### config.mk
export PLATFORM = sky130hd
export DESIGN_NAME = bfl_div
export DESIGN_NICKNAME = d
export VERILOG_FILES = /design/src/bfl_pkg.sv /design/src/bfl_div.sv
export SDC_FILE = /design/constraint.sdc
export NUM_CORES = 2
export LEC_CHECK = 0
export ABC_AREA = 1
export ABC_CLOCK_PERIOD_IN_PS = 14200
export CAP_MARGIN = 10
export CORE_ASPECT_RATIO = 1.4
export CORE_MARGIN = 4
export CORE_UTILIZATION = 55
export CTS_CLUSTER_DIAMETER = 80
export DETAILED_ROUTE_END_ITERATION = 6
export DONT_BUFFER_PORTS = 1
export GPL_TIMING_DRIVEN = 0
export MAX_ROUTING_LAYER = met4
export PLACE_DENSITY = 0.74
export RECOVER_POWER = 50
export SLEW_MARGIN = 0
export SYNTH_ARGS = -nofsm -noshare
export SYNTH_HDL_FRONTEND = slang
export SYNTH_SLANG_ARGS = --single-unit
export TNS_END_PERCENT = 10
### constraint.sdc
create_clock -name clk_i -period 14.2 [get_ports clk_i]
set_input_delay 1.42 -clock clk_i [delete_from_list [all_inputs] [get_ports clk_i]]
set_output_delay 1.42 -clock clk_i [all_outputs]
set_load 0.02 [all_outputs]
### src/bfl_pkg.sv
// ----------------------------------------------------------------------------
// bfl_pkg
// Shared types and constants for the horizontal box filter line pass.
// ----------------------------------------------------------------------------
`timescale 1ns / 1ps
`default_nettype none

package bfl_pkg;

  localparam int unsigned ChanW      = 8;
  localparam int unsigned NumChan    = 3;
  localparam int unsigned PixW       = ChanW * NumChan;
  localparam int unsigned SumW       = 15;
  localparam int unsigned RadW       = 6;
  localparam int unsigned WinW       = RadW + 1;
  localparam int unsigned RadCount   = 1 << RadW;
  localparam int unsigned RecipShift = SumW + WinW;
  localparam int unsigned RecipW     = RecipShift + 1;
  localparam int unsigned ProdW      = SumW + RecipW;

  typedef logic [ChanW-1:0]              chan_t;
  // index 0 red, 1 green, 2 blue
  typedef logic [NumChan-1:0][ChanW-1:0] pixel_t;
  typedef logic [SumW-1:0]               sum_t;
  typedef logic [NumChan-1:0][SumW-1:0]  sum3_t;

  typedef enum logic [2:0] {
    S_IDLE,
    S_SUM,
    S_FIX,
    S_MUL,
    S_EMIT
  } state_e;

endpackage

`default_nettype wire

### src/bfl_div.sv
// ----------------------------------------------------------------------------
// bfl_div
// Divides three window sums by the window width 2r+1 with an exact
// reciprocal multiply; product registered, quotient read in the cycle after.
// ----------------------------------------------------------------------------
`timescale 1ns / 1ps
`default_nettype none

module bfl_div (
  input  wire logic                       clk_i,
  input  wire logic                       en_i,
  input  wire logic [bfl_pkg::RadW-1:0]   radius_i,
  input  wire bfl_pkg::sum3_t             sums_i,
  output      bfl_pkg::pixel_t            quot_o
);

  logic [bfl_pkg::RecipW-1:0] recip_tab [bfl_pkg::RadCount];
  logic [bfl_pkg::RecipW-1:0] recip;
  logic [bfl_pkg::NumChan-1:0][bfl_pkg::ProdW-1:0] prod_q;

  // ceil(2^shift / (2g+1)); exact floor for every 15-bit numerator
  for (genvar g = 0; g < bfl_pkg::RadCount; g++) begin : g_recip
    localparam longint unsigned Recip =
      ((64'd1 << bfl_pkg::RecipShift) + 2 * g) / (2 * g + 1);
    assign recip_tab[g] = bfl_pkg::RecipW'(Recip);
  end

  assign recip = recip_tab[radius_i];

  always_ff @(posedge clk_i) begin
    if (en_i) begin
      for (int c = 0; c < bfl_pkg::NumChan; c++) begin
        prod_q[c] <= bfl_pkg::ProdW'(sums_i[c]) * bfl_pkg::ProdW'(recip);
      end
    end
  end

  always_comb begin
    for (int c = 0; c < bfl_pkg::NumChan; c++) begin
      quot_o[c] = prod_q[c][bfl_pkg::RecipShift +: bfl_pkg::ChanW];
    end
  end

endmodule

`default_nettype wire
Yosys cells after proc, flatten, opt, wreduce, memory -nomap -nowiden

Memory sizes are Yosys's and may differ from the RTL's.
Cells that the tools add are included.

Multipliers: 3
$lt $le $gt $ge: 1
Muxes and demuxes: 2
Bitwise gates (word level): 1

Operators by type and width:

| operator                                       | number |
|---|---|
| 15-bit by 23-bit multiplier with 30-bit output | 3 |
| 23-bit two-way mux                             | 2 |
| 7-bit >= comparator (second input constant)    | 1 |
| 6-bit NOT with 7-bit output                    | 1 |

Register bits: 90
Memory bits (read-only): 1472
Input port bits: 53
Output and inout port bits: 24
Logic and storage cells: 11
Memories: 1

Memory list:

| memory          | depth | width | read ports | clocked after Yosys merged registers in | write ports | RTL line      | RTL |
|---|---|---|---|---|---|---|---|
| (no name shown) | 64    | 23    | 1          | 0                                       | 0           | bfl_div.sv:28 | `assign recip = recip_tab[radius_i];` |

Depth between registers and ports, before layout

Depth in word-level cells: 5
Mapped depth: 36
Gate-level depth less buffers: 35

Worst setup path before layout

No wires, ideal clock.

Path type: input -> register
Start: input port radius_i[1] in the netlist's numbering
End: register prod_q, in the netlist quot_o[21] (data pin)
Setup time: 252 ps
Data arrival time: 7549 ps
Required time: 13948 ps
Setup slack: 6399 ps
Stages: 32
Buffers on the path: 1
Cell sequence: inv_1 > ha_1 > nand2_1 > nand2_1 > inv_1 > o21ai_0 > o211ai_1 > o311ai_1 > nand2_1 > clkbuf_1 > nor2_1 > fa_1 > inv_1 > fa_1 > inv_1 > fa_1 > fa_1 > fa_1 > inv_1 > fa_1 > inv_1 > ha_1 > a21oi_1 > o21ai_0 > a21boi_0 > nor2_1 > nor2_1 > o21ai_0 > a21oi_1 > nand2_1 > nand2_1 > nand2_1

Longest elaborated chain between the ends: 5

RTL lines:

| item                                                  | RTL line      | RTL |
|---|---|---|
| start: declaration                                    | bfl_div.sv:12 | `input wire logic [bfl_pkg::RadW-1:0] radius_i,` |
| 6-bit NOT with 7-bit output (implied by the code)     | bfl_div.sv:28 |  |
| memory read 64 x 23 bit                               | -             |  |
| 23-bit two-way mux (implied by the code) (2 in a row) | bfl_div.sv:28 |  |
| 15-bit by 23-bit multiplier with 30-bit output        | bfl_div.sv:33 | `prod_q[c] <= bfl_pkg::ProdW'(sums_i[c]) * bfl_pkg::ProdW'(recip);` |
| end signal: indexed assignment                        | bfl_div.sv:33 |  |
| end: declaration                                      | bfl_div.sv:19 | `logic [bfl_pkg::NumChan-1:0][bfl_pkg::ProdW-1:0] prod_q;` |

Every way passes these cells. The select of a mux whose other input is x is not followed.
A chain may end at the register's enable or synchronous reset.

Worst setup path after layout

Start: input port radius_i[1] in the netlist's numbering
End: register prod_q, in the netlist quot_o[14] (data pin)

The elaborated chain is that of the path after synthesis.

==> impl_metrics.toml <==
[run_status]
status = "finished with violations"
violations = "DRC"

[yosys]
seq_area_frac_synth_pct = 2.44
syn_area_per_cell_sq_um = 7.74
synthTopCellsByArea = "fa_1 (48%), inv_1 (12%), nand2_1 (9.1%), ha_1 (9.1%), nor2_1 (8.0%)"
synth-edff-count = 24
yosys.area.top_type_share_pct = 48.2
ys_ff_latch = 24
async_flop_share_pct = 0
synth_cell_types = 53
synth_top_cell_by_area = "fa_1"
synth_flop_cell = "edfxtp_1"
yosysWarnings = 0
syn-cell-area_sq_um = 29500
syn_nets = 4790
netlist_instances = 3811

[die]
num_io_pins = 77
num_rows = 100
die_y_microns = 282
die_w_microns = 204
die-area_sq_um = 57500
coreArea_sq_um = 53200
initial_core_util_pct = 55.5

[layout]
final_util_pct = 57.4
mostFrequentLayoutCells = "inv_1 (912), nand2_1 (717), fa_1 (711)"
largest_reg_flops = 24
drive_gt1_share_pct = 2.88
area_growth_pct = 3.44
final_area_sq_um = 30500
layout.nets = 4795
layout_commonest_cell = "inv_1"

[timing]
final_hold_viol_count = 0
slew_viol_final = 0
maxSlewHeadroom_pct = 21.3
worstMarginPinSlew_ns = 1.18
min_period_ns = 9.69
setup_viol = 0
rsz0062_at_grt = "no"
fmax_mhz = 103
period_share_pct = 68.2
tns_ns = 0
setup_slack_ns = 4.51

[grt]
grt_pass1_wl_microns = 158000
overflow = 0
grt_pass1_vias = 28000
antenna_found_initial = 5
grt_max_degree = 25
grt_usage_pct = 37.7

[run]
cap_viol_max_count = 0

[placement]
io_buffers = 0
place_ws_ns = 4.43
dp_hpwl_microns = 85900
routabilityCongestion = 1.01
dpl-instance-area_sq_um = 30400

[setup_path]
crit_slowest_cell = "clkbuf_1"
cpMostUsedCell = "inv_1"
critPathKind = "primary input to flip-flop"
critPathLaunchType = "primary input"
cp_max_fo = 11
cp.arrival_ns = 9.78
slowest_delay_ns = 0.85
crit_path_end_kind = "flip-flop"
cp.required_ns = 14.29

[detailed_routing]
route.vias.total = 25900
drtAntennaViolNets = 0
via_per_inst = 5.70
dr.pass1.iters = 7
wl_per_cell_microns = 22.6
drt-total-wl_microns = 103000
first_iter_violations = 2097
drc = 8

[clocking]
clockBufferDepth = 2
cts_tree = "built"
cts-resized-gates = 0
clock_sinks = 24
cts_setup_buffers = 0
clk_pin_slew_ns = 0.11
cts_root_buf = "clkbuf_16"
cts-htree-levels = 1
numCtsBuffers = 3
cts_hold_buffers = 0

[worst_hold_path]
hp-class = "primary input to flip-flop"
[metrics by stage]
stage | std cells | hold WS, ns
floorplan | 3811 | 1.53
global placement | 4525 | 1.53
detailed placement | 4525 | 1.54
CTS | 4529 | 1.20
global route | 4534 | 1.21
finish | 4535 | 1.21
[area by class of cell]
type / count / area (sq um)
Antenna cell: 6 / 15.0
Buffer: 156 / 709
Clock buffer: 3 / 75.1
Clock inverter: 1 / 30.0
Fill cell: 5054 / 22700
Inverter: 953 / 3580
Multi-Input combinational cell: 2678 / 24500
Sequential cell: 24 / 721
Tap cell: 714 / 893
[synth_stat cells, drive strengths merged, types with 2 or more instances]
cell type	instances
inv	927
nand2	727
fa	711
nor2	637
ha	215
a21oi	94
buf	81
clkbuf	75
nand3	69
o21ai	59
clkinv	26
nor3	25
edfxtp	24
xor2	24
xnor2	17
o211ai	15
a31oi	13
nor4	12
nand4	9
o21bai	9
o21a	7
o221ai	6
or2	5
o31ai	4
o311ai	3
a2111oi	2
a21o	2
a31o	2
a32oi	2
nand3b	2
[critical path: cells and delay by family]
kind	cells	cell delay, ns
buffers and inverters	8	1.68
adder cells (fa/ha/maj)	8	3.74
AND/OR/NAND/NOR	10	1.84
AO/OA/AOI/OAI	5	1.05
[routing by layer]
layer | wire length (microns) | share of wire [%] | global-route usage, %
met5 | 0 | 0 | -
met1 | 32700 | 32 | 39.6
met3 | 10200 | 10 | 8.45
met2 | 48500 | 47 | 61.3
met4 | 11100 | 11 | 29.5
[worst paths after layout]
kind                        start  slack [ns]    endpoint  cells after the start
worst max-delay path  radius_i[1]        4.51  quot_o[14]                     31
worst min-delay path         en_i        1.21  quot_o[11]                      0
[kinds of logic after synthesis]
kind of cell / synth area share (%)
compound gates: 4.39
xor+xnor: 1.24
fa+ha+maj: 57.4
buf+inv: 14.5
flops: 2.44
simple gates: 20.0
Power is left out: the tool's default activity adds up to more than one toggle a clock period on the data nets, which glitch-free logic cannot reach.
